**src/sv/mfbr_pkg.sv**
```systemverilog
// ----------------------------------------------------------------------------
// mfbr_pkg
// Types and constants shared by the MSB-first bit reader modules.
// ----------------------------------------------------------------------------
`default_nettype none

package mfbr_pkg;

  // Default sizes of the accumulator and of the widest field.
  localparam int unsigned ACCUMULATOR_BITS = 32;
  localparam int unsigned MAX_FIELD_BITS   = 16;

  // Fixed payload widths.
  localparam int unsigned OpBits    = 2;
  localparam int unsigned ByteBits  = 8;
  localparam int unsigned CountBits = 5;
  localparam int unsigned OutBits   = 16;
  localparam int unsigned AvailBits = 6;

  // Entries in the queue between front and back.
  localparam int unsigned QueueDepth = 2;

  // Request opcodes as they arrive on the port.
  typedef enum logic [OpBits-1:0] {
    OP_PUSH   = 2'd0,
    OP_PEEK   = 2'd1,
    OP_GET    = 2'd2,
    OP_UNUSED = 2'd3
  } op_e;

  // Result status codes.
  typedef enum logic [1:0] {
    STATUS_OK    = 2'd0,
    STATUS_SHORT = 2'd1,
    STATUS_FULL  = 2'd2,
    STATUS_RSVD  = 2'd3
  } status_e;

  // Classified request as it travels from front to back.
  typedef struct packed {
    op_e                  op;
    logic [ByteBits-1:0]  byte_val;
    logic [CountBits-1:0] count;     // already saturated
  } item_t;

endpackage

`default_nettype wire

```
**src/sv/mfbr_if.sv**
```systemverilog
// ----------------------------------------------------------------------------
// mfbr_if
// Valid/ready channels of the MSB-first bit reader: request and result.
// ----------------------------------------------------------------------------
`default_nettype none

interface mfbr_req_if;
  logic       valid;
  logic       ready;
  logic [1:0] op;
  logic [7:0] byte_in;
  logic [4:0] bit_count;

  modport source (output valid, output op, output byte_in, output bit_count, input ready);
  modport sink   (input valid, input op, input byte_in, input bit_count, output ready);
endinterface

interface mfbr_rsp_if;
  logic        valid;
  logic        ready;
  logic [15:0] bits_out;
  logic [1:0]  status;
  logic [5:0]  bits_available;

  modport source (output valid, output bits_out, output status, output bits_available,
                  input ready);
  modport sink   (input valid, input bits_out, input status, input bits_available,
                  output ready);
endinterface

`default_nettype wire

```
**src/sv/msb_first_bit_reader.sv**
```systemverilog
// ----------------------------------------------------------------------------
// msb_first_bit_reader
// MSB-first bitstream reader: push bytes, peek or get fields of 1 to 16 bits.
// ----------------------------------------------------------------------------
// Usage: send one request per cycle on req_i. A push (op 0) appends byte_in
// below the buffered bits; a peek (op 1) returns the oldest bit_count bits
// right-aligned and keeps them; a get (op 2) returns them and consumes them.
// Every request yields exactly one result on rsp_o, in order, carrying the
// field, a status (0 ok, 1 not enough bits, 2 full and byte dropped) and the
// number of bits still buffered. Counts above MaxFieldBits are clamped; op 3
// does nothing and answers ok. Throughput is one request per clock cycle
// while the result port is not stalled; the execute step in the back end
// owns the accumulator and turns every request around. The accepting edge
// writes a request into the queue; the back end then pops it and loads its
// result into the result register, which it does only while that register
// is free or draining, so a stalled result port delays the result. A
// two-entry queue sits between the decode front end and the execute back
// end, so a stalled result port holds back requests only after that queue
// fills.
// ----------------------------------------------------------------------------
`default_nettype none

module msb_first_bit_reader
  import mfbr_pkg::*;
#(
  parameter int unsigned AccumulatorBits = ACCUMULATOR_BITS,
  parameter int unsigned MaxFieldBits    = MAX_FIELD_BITS
) (
  input  logic       clk_i,
  input  logic       rst_ni,
  mfbr_req_if.sink   req_i,
  mfbr_rsp_if.source rsp_o
);

  // Decoded request handed from the front end to the queue.
  logic  fq_valid, fq_ready;
  item_t fq_item;

  // Queue head handed to the back end.
  logic  qb_valid, qb_ready;
  item_t qb_item;

  // Decode the opcode and clamp the bit count.
  mfbr_front #(
    .MaxFieldBits (MaxFieldBits)
  ) u_front (
    .req_i        (req_i),
    .push_valid_o (fq_valid),
    .push_ready_i (fq_ready),
    .push_item_o  (fq_item)
  );

  // Hold decoded requests while the back end stalls.
  mfbr_queue u_queue (
    .clk_i        (clk_i),
    .rst_ni       (rst_ni),
    .push_valid_i (fq_valid),
    .push_ready_o (fq_ready),
    .push_item_i  (fq_item),
    .pop_valid_o  (qb_valid),
    .pop_ready_i  (qb_ready),
    .pop_item_o   (qb_item)
  );

  // Advance the accumulator and register one result per request.
  mfbr_back #(
    .AccumulatorBits (AccumulatorBits),
    .MaxFieldBits    (MaxFieldBits)
  ) u_back (
    .clk_i       (clk_i),
    .rst_ni      (rst_ni),
    .pop_valid_i (qb_valid),
    .pop_ready_o (qb_ready),
    .pop_item_i  (qb_item),
    .rsp_o       (rsp_o)
  );

endmodule

`default_nettype wire

```
**src/sv/mfbr_front.sv**
```systemverilog
// ----------------------------------------------------------------------------
// mfbr_front
// Accept requests, decode the opcode and saturate the bit count.
// ----------------------------------------------------------------------------
`default_nettype none

module mfbr_front
  import mfbr_pkg::*;
#(
  parameter int unsigned MaxFieldBits = MAX_FIELD_BITS
) (
  mfbr_req_if.sink req_i,
  output logic     push_valid_o,
  input  logic     push_ready_i,
  output item_t    push_item_o
);

  logic [CountBits-1:0] count_sat;

  // Clamp oversized counts to the widest field.
  always_comb begin
    if (req_i.bit_count > CountBits'(MaxFieldBits)) begin
      count_sat = CountBits'(MaxFieldBits);
    end else begin
      count_sat = req_i.bit_count;
    end
  end

  assign push_item_o.op       = op_e'(req_i.op);
  assign push_item_o.byte_val = req_i.byte_in;
  assign push_item_o.count    = count_sat;
  assign push_valid_o         = req_i.valid;
  assign req_i.ready          = push_ready_i;

endmodule

`default_nettype wire

```
**src/sv/mfbr_queue.sv**
```systemverilog
// ----------------------------------------------------------------------------
// mfbr_queue
// Short FIFO of classified requests between front and back.
// ----------------------------------------------------------------------------
`default_nettype none

module mfbr_queue
  import mfbr_pkg::*;
(
  input  logic  clk_i,
  input  logic  rst_ni,
  input  logic  push_valid_i,
  output logic  push_ready_o,
  input  item_t push_item_i,
  output logic  pop_valid_o,
  input  logic  pop_ready_i,
  output item_t pop_item_o
);

  localparam int unsigned PtrBits = (QueueDepth > 1) ? $clog2(QueueDepth) : 1;
  localparam int unsigned CntBits = $clog2(QueueDepth + 1);

  item_t                entry_q [QueueDepth];
  logic [PtrBits-1:0]   wr_ptr_q, wr_ptr_d;
  logic [PtrBits-1:0]   rd_ptr_q, rd_ptr_d;
  logic [CntBits-1:0]   cnt_q, cnt_d;
  logic                 do_push, do_pop;

  assign push_ready_o = (cnt_q != CntBits'(QueueDepth));
  assign pop_valid_o  = (cnt_q != '0);
  assign pop_item_o   = entry_q[rd_ptr_q];
  assign do_push      = push_valid_i && push_ready_o;
  assign do_pop       = pop_valid_o && pop_ready_i;

  always_comb begin
    wr_ptr_d = wr_ptr_q;
    rd_ptr_d = rd_ptr_q;
    cnt_d    = cnt_q;
    if (do_push) begin
      wr_ptr_d = (wr_ptr_q == PtrBits'(QueueDepth - 1)) ? '0 : wr_ptr_q + 1'b1;
    end
    if (do_pop) begin
      rd_ptr_d = (rd_ptr_q == PtrBits'(QueueDepth - 1)) ? '0 : rd_ptr_q + 1'b1;
    end
    if (do_push && !do_pop) begin
      cnt_d = cnt_q + 1'b1;
    end else if (do_pop && !do_push) begin
      cnt_d = cnt_q - 1'b1;
    end
  end

  always_ff @(posedge clk_i or negedge rst_ni) begin
    if (!rst_ni) begin
      wr_ptr_q <= '0;
      rd_ptr_q <= '0;
      cnt_q    <= '0;
    end else begin
      wr_ptr_q <= wr_ptr_d;
      rd_ptr_q <= rd_ptr_d;
      cnt_q    <= cnt_d;
    end
  end

  always_ff @(posedge clk_i) begin
    if (do_push) begin
      entry_q[wr_ptr_q] <= push_item_i;
    end
  end

endmodule

`default_nettype wire

```
**src/sv/mfbr_back.sv**
```systemverilog
// ----------------------------------------------------------------------------
// mfbr_back
// Execute push, peek and get against the accumulator; register the result.
// ----------------------------------------------------------------------------
`default_nettype none

module mfbr_back
  import mfbr_pkg::*;
#(
  parameter int unsigned AccumulatorBits = ACCUMULATOR_BITS,
  parameter int unsigned MaxFieldBits    = MAX_FIELD_BITS
) (
  input  logic      clk_i,
  input  logic      rst_ni,
  input  logic      pop_valid_i,
  output logic      pop_ready_o,
  input  item_t     pop_item_i,
  mfbr_rsp_if.source rsp_o
);

  localparam int unsigned FillW = $clog2(AccumulatorBits + 1);

  logic [AccumulatorBits-1:0] acc_q, acc_d;
  logic [FillW-1:0]           fill_q, fill_d;
  logic                       out_valid_q;
  logic [OutBits-1:0]         out_bits_q, out_bits_d;
  status_e                    out_status_q, out_status_d;
  logic [AvailBits-1:0]       out_avail_q;

  logic                       do_exec;
  logic [FillW-1:0]           count_w;
  logic [FillW-1:0]           rest;
  logic [AccumulatorBits-1:0] shifted;
  logic [MaxFieldBits:0]      one_hot;
  logic [MaxFieldBits:0]      mask_w;
  logic [MaxFieldBits-1:0]    field;
  logic                       room_short;

  // Take the next request whenever the result register is free or draining.
  assign pop_ready_o = !out_valid_q || rsp_o.ready;
  assign do_exec     = pop_valid_i && pop_ready_o;

  assign count_w    = FillW'(pop_item_i.count);
  assign rest       = fill_q - count_w;
  assign shifted    = acc_q >> rest;
  assign one_hot    = (MaxFieldBits + 1)'(1) << pop_item_i.count;
  assign mask_w     = one_hot - 1'b1;
  assign field      = shifted[MaxFieldBits-1:0] & mask_w[MaxFieldBits-1:0];
  assign room_short = ((FillW + 1)'(fill_q) + (FillW + 1)'(ByteBits))
                      > (FillW + 1)'(AccumulatorBits);

  always_comb begin
    acc_d        = acc_q;
    fill_d       = fill_q;
    out_bits_d   = '0;
    out_status_d = STATUS_OK;
    unique case (pop_item_i.op)
      OP_PUSH: begin
        if (room_short) begin
          out_status_d = STATUS_FULL;
        end else begin
          acc_d  = {acc_q[AccumulatorBits-ByteBits-1:0], pop_item_i.byte_val};
          fill_d = fill_q + FillW'(ByteBits);
        end
      end
      OP_PEEK, OP_GET: begin
        if (count_w > fill_q) begin
          out_status_d = STATUS_SHORT;
        end else if (pop_item_i.count != '0) begin
          out_bits_d = OutBits'(field);
          if (pop_item_i.op == OP_GET) begin
            fill_d = rest;
            acc_d  = acc_q & ~({AccumulatorBits{1'b1}} << rest);
          end
        end
      end
      default: begin
        // unused opcode: answer with zeros, leave the state alone
      end
    endcase
  end

  always_ff @(posedge clk_i or negedge rst_ni) begin
    if (!rst_ni) begin
      acc_q       <= '0;
      fill_q      <= '0;
      out_valid_q <= 1'b0;
    end else begin
      if (do_exec) begin
        acc_q       <= acc_d;
        fill_q      <= fill_d;
        out_valid_q <= 1'b1;
      end else if (rsp_o.ready) begin
        out_valid_q <= 1'b0;
      end
    end
  end

  always_ff @(posedge clk_i) begin
    if (do_exec) begin
      out_bits_q   <= out_bits_d;
      out_status_q <= out_status_d;
      out_avail_q  <= AvailBits'(fill_d);
    end
  end

  assign rsp_o.valid          = out_valid_q;
  assign rsp_o.bits_out       = out_bits_q;
  assign rsp_o.status         = out_status_q;
  assign rsp_o.bits_available = out_avail_q;

endmodule

`default_nettype wire

```
**src/flat_wrapper.sv**
```systemverilog
// flat-port wrapper written by rule: the top's interface ports become plain ports
module msb_first_bit_reader_flat import mfbr_pkg::*;
#(
  parameter int unsigned AccumulatorBits = ACCUMULATOR_BITS,
  parameter int unsigned MaxFieldBits    = MAX_FIELD_BITS
)
  (clk_i, rst_ni, req_i_valid, req_i_op, req_i_byte_in, req_i_bit_count, req_i_ready, rsp_o_valid, rsp_o_bits_out, rsp_o_status, rsp_o_bits_available, rsp_o_ready);
  mfbr_req_if req_i_i ();
  mfbr_rsp_if rsp_o_i ();
  input  logic clk_i;
  input  logic rst_ni;
  input wire logic [$bits(req_i_i.valid)-1:0] req_i_valid;
  input wire logic [$bits(req_i_i.op)-1:0] req_i_op;
  input wire logic [$bits(req_i_i.byte_in)-1:0] req_i_byte_in;
  input wire logic [$bits(req_i_i.bit_count)-1:0] req_i_bit_count;
  output wire logic [$bits(req_i_i.ready)-1:0] req_i_ready;
  output wire logic [$bits(rsp_o_i.valid)-1:0] rsp_o_valid;
  output wire logic [$bits(rsp_o_i.bits_out)-1:0] rsp_o_bits_out;
  output wire logic [$bits(rsp_o_i.status)-1:0] rsp_o_status;
  output wire logic [$bits(rsp_o_i.bits_available)-1:0] rsp_o_bits_available;
  input wire logic [$bits(rsp_o_i.ready)-1:0] rsp_o_ready;
  assign req_i_i.valid = req_i_valid;
  assign req_i_i.op = req_i_op;
  assign req_i_i.byte_in = req_i_byte_in;
  assign req_i_i.bit_count = req_i_bit_count;
  assign req_i_ready = req_i_i.ready;
  assign rsp_o_valid = rsp_o_i.valid;
  assign rsp_o_bits_out = rsp_o_i.bits_out;
  assign rsp_o_status = rsp_o_i.status;
  assign rsp_o_bits_available = rsp_o_i.bits_available;
  assign rsp_o_i.ready = rsp_o_ready;
  msb_first_bit_reader #(.AccumulatorBits(AccumulatorBits), .MaxFieldBits(MaxFieldBits)) u_core (.clk_i(clk_i), .rst_ni(rst_ni), .req_i(req_i_i), .rsp_o(rsp_o_i));
endmodule
```
**config.mk**
```make
export PLATFORM = sky130hd
export DESIGN_NAME = msb_first_bit_reader_flat
export DESIGN_NICKNAME = d
export VERILOG_FILES = /design/src/sv/mfbr_pkg.sv /design/src/sv/mfbr_if.sv /design/src/sv/msb_first_bit_reader.sv /design/src/sv/mfbr_front.sv /design/src/sv/mfbr_queue.sv /design/src/sv/mfbr_back.sv /design/src/flat_wrapper.sv
export SDC_FILE = /design/constraint.sdc
export NUM_CORES = 1
export LEC_CHECK = 0
export ABC_CLOCK_PERIOD_IN_PS = 3700
export BUFFER_PORTS_ARGS = -buffer_cell sky130_fd_sc_hd__clkbuf_2
export CORE_MARGIN = 3
export CORE_UTILIZATION = 40
export CTS_BUF_LIST = sky130_fd_sc_hd__clkbuf_4 sky130_fd_sc_hd__clkbuf_8
export DETAILED_ROUTE_END_ITERATION = 8
export GPL_ROUTABILITY_DRIVEN = 0
export PLACE_DENSITY = 0.58
export SYNTH_ARGS = -nofsm -noshare
export SYNTH_HDL_FRONTEND = slang
export SYNTH_SLANG_ARGS = --single-unit
```
**constraint.sdc**
```tcl
create_clock -name clk_i -period 3.7 [get_ports clk_i]
set_input_delay 0.37 -clock clk_i [delete_from_list [all_inputs] [get_ports clk_i]]
set_output_delay 0.37 -clock clk_i [all_outputs]
set_load 0.005 [all_outputs]
```
# --- After elaboration in Yosys (flattened, before gate mapping) ---
# Memories as Yosys holds them, arrays and structs flattened.
# Index checks and enable logic that the tools add are counted.
classes:
  addsub: 8
  n_reduce_logical: 17
  n_eq_ne: 7
  muxes: 22
  shift: 3
  n_bitwise: 5
  n_lt_le_gt_ge: 3
ops:
  columns: ["operator", "n"]
  rows:
  - ["32-bit 2-to-1 mux", 4]
  - ["32-bit one-hot mux with 2 select lines", 1]
  - ["32-bit AND", 1]
  - ["32-bit inverter", 1]
  - ["32-bit by 6-bit << shifter with 32-bit output, first input constant", 1]
  - ["32-bit by 6-bit >> shifter with 16-bit output", 1]
  - ["6-bit 2-to-1 mux", 4]
  - ["16-bit AND", 1]
  - ["1-bit by 5-bit << shifter with 16-bit output, first input constant", 1]
  - ["16-bit by 1-bit subtractor with 16-bit output, second input constant", 1]
  - ["6-bit one-hot mux with 2 select lines", 1]
  - ["2-bit != test, second input constant", 5]
  - ["2-bit nonzero test", 4]
  - ["6-bit by 4-bit adder with 7-bit output, second input constant", 1]
  - ["7-bit by 6-bit > comparator with 1-bit output, second input constant", 1]
  - ["1-bit 2-to-1 mux", 7]
  - ["6-bit by 4-bit adder with 6-bit output, second input constant", 1]
  - ["5-bit by 6-bit > comparator with 1-bit output", 1]
  - ["2-bit 2-to-1 mux", 3]
  - ["6-bit AND reduction", 1]
  - ["6-bit by 5-bit subtractor with 6-bit output", 1]
  - ["5-bit > comparator, second input constant", 1]
  - ["5-bit 2-to-1 mux", 1]
  - ["5-bit nonzero test", 1]
  - ["other kinds (13)", 20]
word_totals:
  out_inout_bits: 26
  word_cells: 75
  in_bits: 19
  mem_count: 1
  mem_bits_rw: 30
  reg_bits: 67
memory_table:
  columns: ["memory", "depth", "word_bits", "rd", "rd_clocked_by_memory_dff", "write_ports", "line_no", "source"]
  rows:
  - ["u_core.u_queue.entry_q", 2, 15, 1, 0, 1, "mfbr_queue.sv:23", "item_t entry_q [QueueDepth];"]

# --- Logic depth before layout (Yosys ltp) ---
# An unclocked memory read counts as a cell.
logic_depth:
  depth_word: 9
  mapped_depth: 14
  ltp_nobuf: 10

# --- Hierarchy ---
# A second synthesis with hierarchy kept.
unflattened:
  cells_unflattened: 629
  area_unflattened_um2: 6414.9
by_module_without_submodules:
  columns: ["module", "instances", "area_each_um2", "cells_each"]
  rows:
  - ["mfbr_back", 1, 4964.8, 547]
  - ["mfbr_queue", 1, 1331.3, 65]
  - ["mfbr_front", 1, 118.9, 17]

# --- Worst setup path before layout ---
# No wires, ideal clock.
synth_timing:
  path_kind: "reg-to-reg"
  startpoint: "register u_core.u_queue.rd_ptr_q"
  endpoint: "register u_core.u_back.out_bits_q[9], in the netlist u_core.u_back.rsp_o.bits_out[9], data pin"
  path_slack_ns: 0.359
  path_buffers: 4
  required_ns: 3.423
  period_less_slack_ns: 3.341
  setup_ns: 0.277
  t_arrival_ns: 3.064
  path_stages_with_launch: 13
  cell_sequence: "dfrtp_1 -> buf_2 -> buf_4 -> mux2_2 -> ha_1 -> inv_1 -> fa_1 -> clkbuf_1 -> buf_2 -> mux4_2 -> mux4_2 -> a21oi_1 -> a211oi_1"
synth_via:
  elab_chain_cells: 5
  word_cells_on_any_way: 14
  cone_classes: "add/sub: 2; order compare: 1; eq/ne: 2; shift: 2; bitwise: 3; reduce/logical: 3; memory: 1"
synth_lines:
  columns: ["element", "line_no", "source"]
  rows:
  - ["from (decl)", "mfbr_queue.sv:25", "logic [PtrBits-1:0] rd_ptr_q, rd_ptr_d;"]
  - ["from (signal assigned)", "mfbr_queue.sv:59", "rd_ptr_q <= rd_ptr_d;"]
  - ["memory read 2 x 15 bit (*)", null, null]
  - ["parallel branches: the longest is 4 deep, another holds 6-bit by 5-bit subtractor with 6-bit output", null, null]
  - ["to (signal assigned)", "mfbr_back.sv:101", "out_bits_q <= out_bits_d;"]
  - ["to (decl)", "mfbr_back.sv:26", "logic [OutBits-1:0] out_bits_q, out_bits_d;"]
# Mark *: on every way between the ends.
# A chain may end at the register's enable or synchronous reset.

# --- Worst setup path after layout ---
layout_timing:
  startpoint: "register u_core.u_queue.rd_ptr_q"
  endpoint: "register u_core.u_back.out_bits_q[5], in the netlist u_core.u_back.rsp_o.bits_out[5], data pin"
# The elaborated chain is that of the path after synthesis.

==> key figures <==
Outcome
  – Status: finished, final reports clean

Clock tree
  – Clk Latency, worst-skew pair: 0.38 ns
  – Bufs on Longest Clock Path: 2
  – CTS H-tree depth: 3
  – CTS tree: yes
  – Clock tree sinks: 97
  – Root buffer cell: clkbuf_8
  – Clock Pin Slew Worst Setup and Hold Paths: 0.09 ns
  – Num CTS Buffers: 9

Floorplan
  – Height of the die: 132 um
  – Die area: 17400 um2
  – Die width: 132 um
  – Starting density of the core: 0.412
  – Placeable core area: 15400 um2
  – Ports: 45
  – Num rows: 45

GRT
  – Vias in the first global route: 4889
  – Global-route wire length before repair: 26.4 mm
  – Gr usage total: 0.190
  – Largest net degree at the start of global routing: 31
  – Initial antenna violation count: 0
  – Global route overflow: 0

Synth
  – FF+latch count, synth: 97
  – Leading area contributor after synthesis: edfxtp_1
  – Dominant cells by area after synthesis: edfxtp_1, dfrtp_1, mux2i_1, mux4_2, nand2_1
  – Synth top area share: 0.256
  – Cell count after synthesis: 609
  – Syn_nets: 640
  – Async S/R FF share, synth: 0.443
  – EDFF count, synth: 54
  – Count of cell types in the netlist: 68
  – Syn_area_per_cell: 10.4 um2
  – Seq/Total Area, Yosys: 0.426
  – Synth warn: 0
  – Synth Cell Area: 6330 um2
  – Top_reg_cell synth: edfxtp_1

Layout
  – Design area: 7000 um2
  – Layout cells sized above 1: 0.202
  – Commonest non-fill, non-tap cell in the layout: nand2_1
  – # fillers: 1430
  – Inserted Diodes: 0
  – Final nets: 676
  – Most frequent cells in the layout: nand2_1, mux2i_1, edfxtp_1
  – Final core utilization: 0.455
  – Layout area overhead: 10.5%

Setup path
  – FF-to-FF path depth: 10
  – Critical path class: flip-flop to flip-flop
  – Crit path cell chain: mux2_2 -> ha_2 -> inv_1 -> fa_1 -> buf_4 -> o21ai_0 -> nor3_1 -> o32ai_1 -> mux2i_1 -> nor3_1
  – Top cell by count, worst path: nor3_1
  – Worst Path Arrival: 3.71 ns
  – Worst r2r src: u_core.u_queue.rd_ptr_q
  – CP Max Fanout: 30
  – Setup crit end: u_core.u_back.rsp_o.bits_out[5]
  – Worst R2R Setup Slack: 0.19 ns
  – Critical path buffer and inverter count: 2
  – Worst path depth: 10
  – Worst Setup SP: u_core.u_queue.rd_ptr_q
  – Largest stage delay on the critical path: 0.48 ns
  – Critical Path Sink Type: flip-flop
  – RR Endpoint: u_core.u_back.rsp_o.bits_out[5]
  – Startpoint types: flip-flop
  – Critical path's top delay family: compound AO/OA/AOI/OAI gates
  – Critical Path Slowest Stage Cell: fa_1
  – CP required: 3.90 ns

Placement
  – Placed cell area: 6790 um2
  – Port bufs: 44
  – HPWL Detailed: 12.4 mm

STA
  – Max_slew headroom: 0.344
  – RSZ-0062 raised after global routing: true
  – Tightest Pin Transition: 0.983 ns
  – Final-report hold violation count: 0
  – Fin crit share: 0.948
  – Final hold slack: 0.175 ns
  – Final Critical Period: 3.51 ns
  – Final setup fails: 0
  – Final Skew: 0.0131 ns
  – Slew Viols, Final: 0
  – Highest clock rate: 0.285 GHz

Detailed routing
  – Post-DR wirelength/cell: 19.3 um
  – Iteration-0 DRC count of the detailed router: 541
  – Vias/cell: 5.89
  – Pre-antenna DRT Iters: 5
  – Antenna Nets Post-Route: 0
  – DRT Wirelength: 16.6 mm
  – Drt drc: 0
  – DR vias: 5068

Hold path
  – Hold crit path type: input pin to flip-flop

Run
  – Max_cap viols: 0
[state kept, by name, indices dropped and copies added (netlist names)]
register	cells
u_core.u_back.rsp_o.bits_out	16
u_core.u_queue.entry_q	30
u_core.u_back.fill_q	6
u_core.u_back.rsp_o.status	2
u_core.u_queue.cnt_q	2
u_core.u_queue.rd_ptr_q	1
u_core.u_back.acc_q	32
u_core.u_back.rsp_o.valid	1
u_core.u_queue.wr_ptr_q	1
u_core.u_back.rsp_o.bits_available	6
[stage by stage]
step | setup WS (ns) | TNS [ns] | instances
CTS | 0.139 | 0 | 861
global placement | 0.190 | 0 | 844
finish | 0.191 | 0 | 861
detailed placement | 0.181 | 0 | 844
global route | -0.0113 | -0.0113 | 861
floorplan | 0.359 | 0 | 609
[cell type report]
cell class / count / area, um2 / share of cell area
sequential: 97 / 2700 / 0.385
clock inverter: 6 / 66.3 / 0.00948
multi-input combinational: 449 / 3350 / 0.478
inverter: 20 / 75.1 / 0.0107
timing repair buffer: 68 / 415 / 0.0594
clock buffer: 10 / 131 / 0.0188
tap: 211 / 264 / 0.0377
[worst min-delay path by stage]
stage / from / end / slack (ns) / cells past startpoint
finish: req_i_byte_in[0] / u_core.u_queue.entry_q[1][5] / 0.17 / 1
CTS: req_i_byte_in[0] / u_core.u_queue.entry_q[0][5] / 0.15 / 1
global placement: rst_ni / u_core.u_back.acc_q[30] / 0.33 / 1
global route: req_i_byte_in[7] / u_core.u_queue.entry_q[1][12] / 0.16 / 1
detailed placement: rst_ni / u_core.u_back.acc_q[28] / 0.33 / 1
floorplan: rst_ni / u_core.u_back.acc_q[0] / 0.07 / 0
[worst register-to-register path, stage by stage (launching register included)]
cell,delay (ns)
dfrtp_1,0.38
mux2_2,0.44
ha_2,0.21
inv_1,0.07
fa_1,0.48
buf_4,0.29
o21ai_0,0.49
nor3_1,0.09
o32ai_1,0.47
mux2i_1,0.17
nor3_1,0.24
[cells in the mapped netlist (5+ instances only)]
cell type / count
nand2_1: 62
mux2i_1: 58
edfxtp_1: 54
dfrtp_1: 43
nor2_1: 39
o21ai_0: 37
a21oi_1: 35
nand3_1: 25
mux4_2: 20
inv_1: 19
clkbuf_1: 18
buf_2: 15
nor3_1: 13
ha_1: 11
a22o_1: 9
o211ai_1: 9
nor2b_1: 8
o31ai_1: 8
or3_1: 8
a31oi_1: 6
buf_4: 6
and2_1: 5
mux2_2: 5
nor4_1: 5
[cell families (layout without fill, tap and decap cells)]
family,count (synthesis),in the layout,synth area share
compound gates,154,154,0.167
buf+inv,63,104,0.0462
simple gates,190,190,0.148
mux,84,84,0.174
xor+xnor,9,9,0.0136
fa+ha+maj,12,12,0.0249
flops,97,97,0.426
[layer usage]
layer,vias up,part of all wire,global-route usage
met5,-,0,0
met4,0,0.035,0.0928
met3,43,0.059,0.0302
met2,220,0.45,0.288
met1,2444,0.45,0.267
li1,2361,-,-
[what timing repair did]
item,CTS,global route
endpoints found under the setup margin,0,3
hold endpoints to repair,14,0
buffers inserted,0,0
hold buffers,1,0
resized for setup,0,1
Power is left out: the tool's default activity adds up to more than one toggle a clock period on the data nets, which glitch-free logic cannot reach.
